===== src/mws_pkg.sv =====
package mws_pkg;

   localparam int WAITER_DEPTH   = 16;
   localparam int THREAD_ID_BITS = 8;
   localparam int ACTION_BITS    = 3;
   localparam int STATUS_BITS    = 3;

   localparam int PTR_BITS   = (WAITER_DEPTH > 1) ? $clog2(WAITER_DEPTH) : 1;
   localparam int COUNT_BITS = $clog2(WAITER_DEPTH + 1);

   localparam logic [ACTION_BITS-1:0] ACT_INIT    = 3'd0;
   localparam logic [ACTION_BITS-1:0] ACT_LOCK    = 3'd1;
   localparam logic [ACTION_BITS-1:0] ACT_TRYLOCK = 3'd2;
   localparam logic [ACTION_BITS-1:0] ACT_UNLOCK  = 3'd3;
   localparam logic [ACTION_BITS-1:0] ACT_DESTROY = 3'd4;

   localparam logic [STATUS_BITS-1:0] ST_OK        = 3'd0;
   localparam logic [STATUS_BITS-1:0] ST_BLOCKED   = 3'd1;
   localparam logic [STATUS_BITS-1:0] ST_BUSY      = 3'd2;
   localparam logic [STATUS_BITS-1:0] ST_NOT_OWNER = 3'd3;
   localparam logic [STATUS_BITS-1:0] ST_IN_USE    = 3'd4;
   localparam logic [STATUS_BITS-1:0] ST_FULL      = 3'd5;

   typedef struct packed {
      logic load;
      logic exec;
   } cmd_type;

endpackage


===== src/mws_ctrl.sv =====
module mws_ctrl (
   input  logic             clock,
   input  logic             reset,
   input  logic             start,
   output logic             busy,
   output logic             rsp_valid,
   output mws_pkg::cmd_type cmd
);
   import mws_pkg::*;

   localparam logic S_IDLE = 1'b0;
   localparam logic S_EXEC = 1'b1;

   logic state_ff;
   logic state_in;
   logic rsp_valid_ff;
   logic rsp_valid_in;

   always_comb begin
      state_in     = state_ff;
      rsp_valid_in = 1'b0;
      cmd.load     = 1'b0;
      cmd.exec     = 1'b0;
      unique case (state_ff)
         S_IDLE: begin
            if (start) begin
               cmd.load = 1'b1;
               state_in = S_EXEC;
            end
         end
         S_EXEC: begin
            cmd.exec     = 1'b1;
            rsp_valid_in = 1'b1;
            state_in     = S_IDLE;
         end
         default: begin
            state_in = S_IDLE;
         end
      endcase
   end

   always_ff @(posedge clock) begin
      if (reset) begin
         state_ff     <= S_IDLE;
         rsp_valid_ff <= 1'b0;
      end else begin
         state_ff     <= state_in;
         rsp_valid_ff <= rsp_valid_in;
      end
   end

   assign busy      = (state_ff == S_EXEC);
   assign rsp_valid = rsp_valid_ff;

endmodule


===== src/mws_dpath.sv =====
module mws_dpath (
   input  logic                               clock,
   input  logic                               reset,
   input  mws_pkg::cmd_type                   cmd,
   input  logic [mws_pkg::ACTION_BITS-1:0]    req_action,
   input  logic [mws_pkg::THREAD_ID_BITS-1:0] req_thread_id,
   output logic [mws_pkg::STATUS_BITS-1:0]    rsp_status,
   output logic                               rsp_wake_valid,
   output logic [mws_pkg::THREAD_ID_BITS-1:0] rsp_wake_thread
);
   import mws_pkg::*;

   localparam logic [COUNT_BITS-1:0] FULL_COUNT = COUNT_BITS'(WAITER_DEPTH);

   logic [ACTION_BITS-1:0]    act_ff;
   logic [THREAD_ID_BITS-1:0] tid_ff;

   logic                      held_ff;
   logic                      held_in;
   logic [THREAD_ID_BITS-1:0] owner_ff;
   logic [THREAD_ID_BITS-1:0] owner_in;
   logic [COUNT_BITS-1:0]     count_ff;
   logic [COUNT_BITS-1:0]     count_in;

   logic [THREAD_ID_BITS-1:0] stack_mem [WAITER_DEPTH];
   logic [THREAD_ID_BITS-1:0] rd_data_ff;
   logic [PTR_BITS-1:0]       wr_addr;
   logic [PTR_BITS-1:0]       rd_addr;
   logic                      push;
   logic                      pop;

   logic [STATUS_BITS-1:0]    status_in;
   logic [STATUS_BITS-1:0]    status_ff;
   logic                      wake_ff;

   assign wr_addr = count_ff[PTR_BITS-1:0];
   assign rd_addr = PTR_BITS'(count_ff - COUNT_BITS'(1));

   always_comb begin
      held_in   = held_ff;
      owner_in  = owner_ff;
      count_in  = count_ff;
      status_in = ST_OK;
      push      = 1'b0;
      pop       = 1'b0;
      unique case (act_ff)
         ACT_INIT: begin
            held_in  = 1'b0;
            owner_in = '0;
            count_in = '0;
         end
         ACT_LOCK: begin
            if (!held_ff) begin
               held_in  = 1'b1;
               owner_in = tid_ff;
            end else if (count_ff < FULL_COUNT) begin
               push      = 1'b1;
               count_in  = count_ff + COUNT_BITS'(1);
               status_in = ST_BLOCKED;
            end else begin
               status_in = ST_FULL;
            end
         end
         ACT_TRYLOCK: begin
            if (!held_ff) begin
               held_in  = 1'b1;
               owner_in = tid_ff;
            end else begin
               status_in = ST_BUSY;
            end
         end
         ACT_UNLOCK: begin
            if (!held_ff || owner_ff != tid_ff) begin
               status_in = ST_NOT_OWNER;
            end else begin
               held_in  = 1'b0;
               owner_in = '0;
               if (count_ff != '0) begin
                  pop      = 1'b1;
                  count_in = count_ff - COUNT_BITS'(1);
               end
            end
         end
         ACT_DESTROY: begin
            if (held_ff || count_ff != '0) begin
               status_in = ST_IN_USE;
            end
         end
         default: begin
         end
      endcase
   end

   always_ff @(posedge clock) begin
      if (cmd.load) begin
         act_ff <= req_action;
         tid_ff <= req_thread_id;
      end
   end

   always_ff @(posedge clock) begin
      if (reset) begin
         held_ff  <= 1'b0;
         owner_ff <= '0;
         count_ff <= '0;
         wake_ff  <= 1'b0;
      end else if (cmd.exec) begin
         held_ff  <= held_in;
         owner_ff <= owner_in;
         count_ff <= count_in;
         wake_ff  <= pop;
      end
   end

   always_ff @(posedge clock) begin
      if (cmd.exec) begin
         status_ff <= status_in;
      end
   end

   // The read at the top of the stack runs every execute cycle; its data is
   // only shown when the transaction really popped a waiter.
   always_ff @(posedge clock) begin
      if (cmd.exec && push) begin
         stack_mem[wr_addr] <= tid_ff;
      end
      if (cmd.exec) begin
         rd_data_ff <= stack_mem[rd_addr];
      end
   end

   assign rsp_status      = status_ff;
   assign rsp_wake_valid  = wake_ff;
   assign rsp_wake_thread = wake_ff ? rd_data_ff : '0;

endmodule


===== src/mutex_with_waiter_stack_core.sv =====
// A request is taken at a clock edge where start is high and busy is low; busy
// then stays high while the request executes, and the result appears on the
// rsp_ ports, marked by rsp_valid, for exactly one cycle after that. The
// receiver cannot stall, so results must be captured when rsp_valid is high.
// Busy is already low during the result cycle, so a new request can be taken
// while a result is shown. Each request is first captured and then executed
// against the owner register and the waiter stack, whose registered read port
// supplies the thread to wake on an unlock.
module mutex_with_waiter_stack_core (
   input  logic                               clock,
   input  logic                               reset,
   input  logic                               start,
   output logic                               busy,
   input  logic [mws_pkg::ACTION_BITS-1:0]    req_action,
   input  logic [mws_pkg::THREAD_ID_BITS-1:0] req_thread_id,
   output logic                               rsp_valid,
   output logic [mws_pkg::STATUS_BITS-1:0]    rsp_status,
   output logic                               rsp_wake_valid,
   output logic [mws_pkg::THREAD_ID_BITS-1:0] rsp_wake_thread
);
   import mws_pkg::*;

   cmd_type cmd;

   mws_ctrl u_ctrl (
      .clock     (clock),
      .reset     (reset),
      .start     (start),
      .busy      (busy),
      .rsp_valid (rsp_valid),
      .cmd       (cmd)
   );

   mws_dpath u_dpath (
      .clock           (clock),
      .reset           (reset),
      .cmd             (cmd),
      .req_action      (req_action),
      .req_thread_id   (req_thread_id),
      .rsp_status      (rsp_status),
      .rsp_wake_valid  (rsp_wake_valid),
      .rsp_wake_thread (rsp_wake_thread)
   );

   a_accept_goes_busy: assert property (@(posedge clock) disable iff (reset)
      start && !busy |=> busy && !rsp_valid)
      else $error("accepted transaction did not enter execution");

   a_result_follows_exec: assert property (@(posedge clock) disable iff (reset)
      rsp_valid |-> $past(busy) && !busy)
      else $error("result strobe without a preceding execute cycle");

   a_exec_gives_result: assert property (@(posedge clock) disable iff (reset)
      busy |=> rsp_valid)
      else $error("execute cycle produced no result");

   a_wake_only_on_ok: assert property (@(posedge clock) disable iff (reset)
      rsp_valid && rsp_wake_valid |-> rsp_status == ST_OK)
      else $error("wake reported with a failing status");

endmodule


===== config.mk =====
export PLATFORM = sky130hd
export DESIGN_NAME = mutex_with_waiter_stack_core
export DESIGN_NICKNAME = d
export VERILOG_FILES = /design/src/mws_pkg.sv /design/src/mws_ctrl.sv /design/src/mws_dpath.sv /design/src/mutex_with_waiter_stack_core.sv
export SDC_FILE = /design/constraint.sdc
export NUM_CORES = 1
export LEC_CHECK = 0
export BUFFER_PORTS_ARGS = -buffer_cell sky130_fd_sc_hd__buf_4
export CORE_UTILIZATION = 50
export DETAILED_ROUTE_END_ITERATION = 6
export GPL_ROUTABILITY_DRIVEN = 0
export PLACE_DENSITY = 0.67
export SLEW_MARGIN = 25
export SYNTH_ARGS = -nofsm -noshare
export SYNTH_HDL_FRONTEND = slang
export SYNTH_SLANG_ARGS = --single-unit

===== constraint.sdc =====
create_clock -name clock -period 3.8 [get_ports clock]
set_input_delay 0.38 -clock clock [delete_from_list [all_inputs] [get_ports clock]]
set_output_delay 0.38 -clock clock [all_outputs]
set_load 0.05 [all_outputs]

== After elaboration in Yosys (flattened, before gate mapping) ==
Memory sizes are Yosys's and may differ from the RTL's. A register that Yosys moved wholly into a read port is not among the register bits.
Cells that the tools add are included.
Widths: inputs -> output; s select.

* Bits in writable memories: 128
* Memories: 1
* Register bits: 31
* Bits of input ports: 14

{| class="wikitable"
|+ Memory list
! memory !! words !! bits a word !! read ports !! clocked after Yosys merged registers in !! wr ports !! line !! RTL
|-
| u_dpath.stack_mem || 16 || 8 || 1 || 1 || 1 || mws_dpath.sv:25 || <nowiki>logic [THREAD_ID_BITS-1:0] stack_mem [WAITER_DEPTH];</nowiki>
|}

* $add $sub $neg: 2
* Multiplexer cells: 29
* Equality and inequality tests: 10
* Reduce and logical (&&, ||, !) cells: 12
* $lt $le $gt $ge: 1
* Bitwise logic cells: 1

{| class="wikitable"
|+ Operators with widths
! kind !! count
|-
| $mux 8 || 3
|-
| $pmux 8 s3 || 1
|-
| $mux 5 || 4
|-
| $pmux 5 s3 || 1
|-
| $mux 1 || 12
|-
| $pmux 3 s4 || 1
|-
| $mux 3 || 3
|-
| $ne 8x8->1 || 1
|-
| $eq 3x2->1 const B || 2
|-
| $ne 2x1->1 const B || 3
|-
| $reduce_and 6->1 || 1
|-
| $reduce_bool 3->1 || 2
|-
| $add 5x1->5 const B || 1
|-
| $lt 5x5->1 const B || 1
|-
| $reduce_bool 5->1 || 1
|-
| $sub 5x1->5 const B || 1
|-
| $mux 2 || 2
|-
| $ne 2x2->1 const B || 2
|-
| $reduce_and 4->1 || 1
|-
| $eq 3x1->1 const B || 1
|-
| $eq 3x3->1 const B || 1
|-
| $logic_not 3->1 || 1
|-
| $pmux 1 s3 || 1
|-
| $reduce_and 3->1 || 1
|-
| 6 further kinds || 7
|}

== Logic depth before layout (Yosys ltp) ==
Gate-level depths: netlist of the first run.

* Depth after elaboration: 7
* Depth in mapped cells: 10
* Mapped depth without buffers: 7

== By module ==
Synthesis of the first run repeated with hierarchy kept, for this count alone.

* Cells, all modules: 374
* Area, all modules: 6671.4 um2

{| class="wikitable"
|+ Modules (own cells, without submodules)
! module !! area each (um2) !! sequential area each (um2) !! cells each !! instances
|-
| mws_dpath || 6588.8 || 4804.6 || 367 || 1
|-
| mws_ctrl || 82.6 || 40.0 || 7 || 1
|}

== Worst setup path after synthesis of the first run ==
Ideal clock, no wire load.

* Path type: register to register
* Start: register u_dpath.count_ff[0]
* End: register u_dpath.rd_data_ff[7], read port of u_dpath.stack_mem, data pin
* Library setup time: 0.273 ns
* Period minus slack after synthesis: 2.764 ns
* Arrival time: 2.491 ns
* Cell stages (with the launch flop): 9
* Path buffers: 4
* Path slack: 1.036 ns
* Path through: dfxtp_1 -> buf_2 -> buf_4 -> inv_1 -> ha_1 -> clkbuf_1 -> clkbuf_1 -> mux4_2 -> mux4_1

* Cells in the longest elaborated chain, start to end: 1

{| class="wikitable"
|+ Ends and longest elaborated chain
! item !! line !! RTL
|-
| start, declared || mws_dpath.sv:22 || <nowiki>logic [COUNT_BITS-1:0] count_ff;</nowiki>
|-
| start signal, assigned || mws_dpath.sv:110 || <nowiki>count_ff <= count_in;</nowiki>
|-
| $sub 5x1->5 || n/a ||
|-
| end, declared || mws_dpath.sv:26 || <nowiki>logic [THREAD_ID_BITS-1:0] rd_data_ff;</nowiki>
|}

Every way passes these cells.
A chain may end at the register's enable or synchronous reset.

== Final worst setup path of the first run ==
* Start: register u_dpath.act_ff[0]
* End: memory u_dpath.stack_mem[12][2] (enable)

* Cells in the longest elaborated chain, start to end: 5

{| class="wikitable"
|+ Ends and longest elaborated chain
! item !! line !! RTL
|-
| start, declared || mws_dpath.sv:15 || <nowiki>logic [ACTION_BITS-1:0] act_ff;</nowiki>
|-
| start signal, assigned || mws_dpath.sv:96 || <nowiki>act_ff <= req_action;</nowiki>
|-
| $eq 3x1->1 || mws_dpath.sv:46 || <nowiki>unique case (act_ff)</nowiki>
|-
| $mux 1 || mws_dpath.sv:46 ||
|-
| $logic_and 1x1->1 || mws_dpath.sv:124 || <nowiki>if (cmd.exec && push) begin</nowiki>
|-
| $mux 1 || mws_dpath.sv:124 ||
|-
| $mux 1 (not written as such) || mws_dpath.sv:125 || <nowiki>stack_mem[wr_addr] <= tid_ff;</nowiki>
|-
| end, declared || mws_dpath.sv:25 ||
|}

Every way passes these cells.

==> results of run 1 <==
## sequential cells by signal, indices dropped and copies added (netlist names)
register	count
u_dpath.rsp_wake_valid	1
u_dpath.act_ff	3
u_dpath.rsp_status	3
u_dpath.stack_mem	128
u_dpath.owner_ff	8
u_dpath.count_ff	5
u_dpath.rd_data_ff	8
u_ctrl.busy	1
u_dpath.tid_ff	8
u_dpath.held_ff	1
u_ctrl.rsp_valid	1
## routing by layer
metal,up-vias,part of all wire
met5,-,0
met2,148,0.47
li1,1474,-
met3,18,0.066
met1,1714,0.45
met4,0,0.016
## power breakdown
part	internal (mW)	switching (mW)
registers	2.02	0.0350
clock network	0.884	0.647
logic	0.0305	0.0414
total	2.93	0.724
## metrics by stage
stage / instances / setup slack (ps) / cell area, um2 / power [mW] / util
after floorplan: 347 / 1040 / 6600 / 2.12 / -
after global placement: 539 / 1150 / 7010 / 2.16 / 0.548
after detailed placement: 539 / 1140 / 7010 / 2.16 / 0.548
after CTS: 569 / 1140 / 7530 / 3.68 / 0.589
after global routing: 569 / 984 / 7530 / 3.75 / 0.589
final: 569 / 1110 / 7530 / 3.66 / 0.589
## final timing paths
check | to | slack (ps) | depth (start not counted)
worst max-delay path | u_dpath.stack_mem[12][2] | 1110 | 5
worst min-delay path | u_dpath.tid_ff[5] | 130 | 1
worst max register to register | u_dpath.stack_mem[12][2] | 1110 | 5
worst min register to register | u_dpath.owner_ff[7] | 500 | 1
## cells in the final DEF, fill, tap and decap left out, drive strengths merged, types with 2 or more instances in the layout
master and count:
edfxtp 150, and2 10, clkinv 6, a21oi 7, nand2 14, a22o 8, buf 32, nand2b 5
dfxtp 17, mux4 40, nor3 4, xnor2 11, clkbuf 20, clkinvlp 3, inv 5, o31ai 2
or4b 2, nand3 3, o21ai 2, nand4 4, ha 4, a22oi 2, nor2b 6, nor2 21
a211o 2
## logic make-up after synthesis
kind of cell / Yosys count / share of synthesized area
xor+xnor: 12 / 0.0159
flops: 167 / 0.734
mux: 40 / 0.137
fa+ha+maj: 4 / 0.00758
simple gates: 76 / 0.0595
buf+inv: 17 / 0.0112
compound gates: 31 / 0.0352
## area by class of cell
cell class                 instances  area (um2)
clock buffer                      20         437
clock inverter                    10        83.8
fill                             953        5250
inverter                           5        18.8
multi-input combinational        163        1690
sequential                       167        4850
tap                              172         215
timing repair buffer              32         240
==> run_results.csv, run 1 <==
group,metric,value,unit
critical_path,critPathBufInv,0,
timing,slew_headroom,0.400,
drt,vias,3354,
layout,syn2layout_area_growth,14.0,%
timing,max_clock_freq,372,MHz
timing,final_max_slew_viol_count,0,
critical_path,critPathTopFamily,"simple AND/OR/NAND/NOR gates",
power_and_ir_drop,ir_drop,0.269,mV
critical_path,timing.rr.start,"u_dpath.act_ff[0]",
layout,nets,404,
yosys,yosysWarnings,0,
grt,busiest_layer,"met2",
critical_path,path_cells,"nor2b_1 > nand2_1 > nor3_1 > nand2_1 > nor2_1",
cts,postCtsSetupBuffers,0,
cts,clk_latency,420,ps
drt,postRouteWirelength,13000,um
timing,rsz0062_at_grt,"false",
placed_design,port_buffers,27,
yosys,yosysUniqueCellTypes,43,
grt,gr-usage-met1,0.304,
yosys,yosys_register_bits,167,
drt,ant_nets,0,
critical_path,setup.worst_path.class,"flop to flop",
drt,drtIter0Drc,490,
floorplanning,ios,28,
timing,finClkSkew,7.82,ps
layout,drive_gt1_frac,0.249,
timing,hold_viol_final,0,
yosys,synth_edf_count,150,
yosys,synth_top_area_frac,0.682,
yosys,synth_top_flop_cell,"edfxtp_1",
critical_path,worstPathMaxFanout,8,
cts,htreeDepth,4,
cts,numCtsBuffers,17,
yosys,synth_commonest_cells,"edfxtp_1 (150), mux4_2 (39), nor2_1 (21)",
cts,cts_tree,"built",
yosys,syn_area,0.00660,mm2
grt,gr-total-overflow,0,
drt,avgRoutedWirePerCell,22.9,um
yosys,synth_nets,365,
timing,setup_viol,0,
cts,cts_hold_buf,0,
drt,drc,0,
timing,fin_crit_sh,0.707,
grt,grt_pass1_vias,3191,
critical_path,cp.arrival,2730,ps
grt,grt_pass1_wl,19700,um
yosys,synth_most_common_cell,"edfxtp_1",
floorplanning,die-area,0.0137,mm2
floorplanning,core-area,0.0128,mm2
yosys,synth.avg_cell_area,19.0,um2
grt,grt_usage,0.214,
cts,cts-resized-gates,0,
floorplanning,initial_core_util,0.517,
cts,cts_root_buffer,"clkbuf_16",
grt,use_met3,0.0602,
drt,first_pass_iters,5,
hold_path,hold_path.class,"input pin to flop",
critical_path,cp_data_required_time,3850,ps
floorplanning,die_y,117,um
critical_path,startpoint_type,"flop",
status,status,"finished clean",
power_and_ir_drop,p_per_area,486,mW/mm2
drt,vias_per_cell,5.89,
timing,fin_setup_tns,0,ps
floorplanning,die_w,117,um
yosys,synth_area_leaders,"edfxtp_1 (68%), mux4_2 (13%), dfxtp_1 (5.2%), xnor2_1 (1.5%), nor2_1 (1.2%)",
floorplanning,rows,41,
placed_design,place_hpwl,8610,um
grt,met2_usage,0.316,
grt,antenna_found_initial,0,
critical_path,crit_top_cell,"nand2_1",
cts,clk_path_buf_depth,2,
layout,diodes,0,
yosys,yosys.area.top_type,"edfxtp_1",
power_and_ir_drop,leakagePower,2.37,nW
critical_path,crit_path_max_incr_delay,750,ps
timing,fin_crit,2690,ps
cts,clock-sinks,167,
yosys,synthCells,347,
timing,tightest_slew,896,ps
grt,grt_max_degree,38,
yosys,seq_area_frac_synth,0.734,
hold_path,hp-start,"req_thread_id[5]",
critical_path,crit_slowest_cell,"nor2_1",
timing,hold_slack,132,ps
critical_path,cp-end-kind,"flop",
run,cap_violations,0,
critical_path,critPathLaunch,"u_dpath.act_ff[0]",
yosys,async_flop_share,0,
cts,clk_pin_slew,60,ps
(Power assumes the default switching activity.)
==> inputs of run 2 (changes only) <==
- ABC_AREA: default -> 1
- clock period: 3.8 -> 2.7 ns (I/O delays scaled with it)
==> run 2 against run 1 <==
Combinational power rose to 5.1 times the previous value; first-iteration DRC count rose by 33%; final area rose by 7.3%; maximum frequency rose by 18%; routed wire length rose by 20%; register-to-register slack got worse by 690 ps; utilization rose by 1.1 points; largest power group unchanged.
==> run_results.csv, run 2 <==
group,metric,value,unit
layout,regMostFlops,"u_dpath.stack_mem",
timing,tightest_slew,635,ps
drt,vias_per_cell,5.69,
power_and_ir_drop,p_per_area,679,mW/mm2
cts,postCtsSetupBuffers,0,
timing,max_clock_freq,439,MHz
floorplanning,initial_core_util,0.521,
grt,gr-total-overflow,0,
placed_design,dpl-instance-area,0.00752,mm2
grt,grt_pass1_vias,4442,
grt,antenna_found_initial,0,
layout,most-common-layout-cells,"edfxtp_1 (150), nor2_1 (97), nand2_1 (71), buf_4 (57), o21ai_0 (39)",
timing,setup_viol,0,
drt,avgRoutedWirePerCell,19.3,um
yosys,synth_most_common_cell,"edfxtp_1",
yosys,yosysUniqueCellTypes,34,
cts,cts_tree,"built",
layout,final_common_cell,"edfxtp_1",
cts,clk_pin_slew,60,ps
yosys,async_flop_share,0,
critical_path,worstPathMaxFanout,8,
drt,first_pass_iters,5,
timing,fin_setup_tns,0,ps
yosys,yosysWarnings,0,
timing,rsz0062_at_grt,"false",
cts,clock-sinks,167,
layout,drive_gt1_frac,0.172,
yosys,synth_area_leaders,"edfxtp_1 (64%), nor2_1 (5.2%), dfxtp_1 (4.9%), nand2_1 (3.8%), o21ai_0 (2.8%)",
yosys,synthCells,569,
critical_path,cp.arrival,2330,ps
critical_path,cp_data_required_time,2760,ps
drt,drtIter0Drc,650,
cts,clk_latency,420,ps
floorplanning,core-area,0.0135,mm2
layout,fin_area,0.00808,mm2
cts,numCtsBuffers,17,
floorplanning,die_w,120,um
drt,ant_nets,0,
cts,htreeDepth,4,
cts,clk_path_buf_depth,2,
timing,fin_crit,2280,ps
placed_design,pre_cts_slack,443,ps
grt,grt_max_degree,35,
yosys,synth_commonest_cells,"edfxtp_1 (150), nor2_1 (97), nand2_1 (71)",
power_and_ir_drop,leakagePower,2.83,nW
drt,vias,4596,
yosys,yosys_register_bits,167,
grt,grt_usage,0.228,
yosys,synth_nets,587,
drt,postRouteWirelength,15600,um
layout,largest_register_ff_count,128,
floorplanning,ios,28,
floorplanning,die_y,120,um
timing,finalWorstSetupSlack,422,ps
critical_path,startpoint_type,"flop",
grt,grt_pass1_wl,24000,um
cts,cts_root_buffer,"clkbuf_16",
power_and_ir_drop,ir_drop,0.444,mV
timing,final_max_slew_viol_count,0,
placed_design,place_hpwl,10400,um
yosys,synth_edf_count,150,
run,cap_violations,0,
critical_path,setup.worst_path.class,"flop to flop",
timing,slew_headroom,0.575,
timing,hold_slack,20.2,ps
layout,finish.utilization,0.600,
status,status,"finished clean",
floorplanning,die-area,0.0145,mm2
layout,final_cells,808,
hold_path,hold_path.class,"input pin to flop",
timing,hold_viol_final,0,
yosys,synth_top_flop_cell,"edfxtp_1",
layout,nets,638,
yosys,yosys.area.top_type,"edfxtp_1",
yosys,seq_area_frac_synth,0.691,
layout,diodes,0,
power_and_ir_drop,finalPower,5.48,mW
yosys,syn_area,0.00701,mm2
layout,syn2layout_area_growth,15.2,%
yosys,synth.avg_cell_area,12.3,um2
floorplanning,rows,42,
yosys,synth_top_area_frac,0.643,
critical_path,cp-end-kind,"flop",
timing,fin_crit_sh,0.844,
timing,finClkSkew,8.94,ps
placed_design,port_buffers,27,
placed_design,dp_cells,776,
drt,drc,0,
## run 2: cell count changes in the layout (fill, tap and decap cells not counted), sizes merged, moves of 25 or more
cell / before / now
buf: 32 / 57
inv: 5 / 42
mux4: 40 / 0
nand2: 14 / 75
nor2: 21 / 101
o21ai: 2 / 39
## run 2: logic make-up (layout without fill, tap and decap cells)
| family | count (synthesis) | in the layout | synth area share |
|---|---|---|---|
| xor+xnor | 3 | 3 | 0.00750 |
| flops | 167 | 167 | 0.691 |
| simple gates | 204 | 204 | 0.123 |
| compound gates | 107 | 107 | 0.106 |
| fa+ha+maj | 4 | 4 | 0.00714 |
| buf+inv | 68 | 131 | 0.0423 |
| mux | 16 | 16 | 0.0228 |
## run 2: area by class of cell
| class | instances | area, um2 |
|---|---|---|
| fill | 1101 | 5380 |
| clock buffer | 20 | 437 |
| clock inverter | 11 | 109 |
| sequential | 167 | 4850 |
| multi-input combinational | 334 | 1870 |
| timing repair buffer | 58 | 438 |
| inverter | 42 | 158 |
| tap | 176 | 220 |
## run 2: power breakdown
part | internal, mW | switching, mW
combinational | 0.118 | 0.247
sequential | 2.85 | 0.0213
clock | 1.34 | 0.908
## run 2: worst max-delay path, cell delays in order, from the launching register on
cell and delay, ps:
edfxtp_1 440, nor2_2 180, nand2_2 120, nor3_1 370
nand2_1 250, nor2_1 550
## run 2: routing by layer
metal | vias to the layer above | GRT usage | wire length [um]
li1 | 2159 | - | -
met3 | 23 | 0.0538 | 948
met4 | 0 | 0.0795 | 233
met1 | 2252 | 0.317 | 7010
met5 | - | 0 | 0
met2 | 162 | 0.353 | 7370
## run 2: worst paths after layout
path                                           from                        to  slack, ps  depth (start not counted)
worst min register to register  u_dpath.owner_ff[0]       u_dpath.owner_ff[0]        480                          2
worst max register to register    u_dpath.act_ff[2]  u_dpath.stack_mem[11][5]        420                          5
worst max-delay path              u_dpath.act_ff[2]  u_dpath.stack_mem[11][5]        420                          5
worst min-delay path               req_thread_id[1]         u_dpath.tid_ff[1]         20                          1
## run 2: timing repair
action | 4_1_cts | 5_1_grt
endpoints found under the setup margin | 0 | 0
gates resized for setup | 0 | 0
endpoints found under the hold margin | 0 | 1
hold buffers | 0 | 1
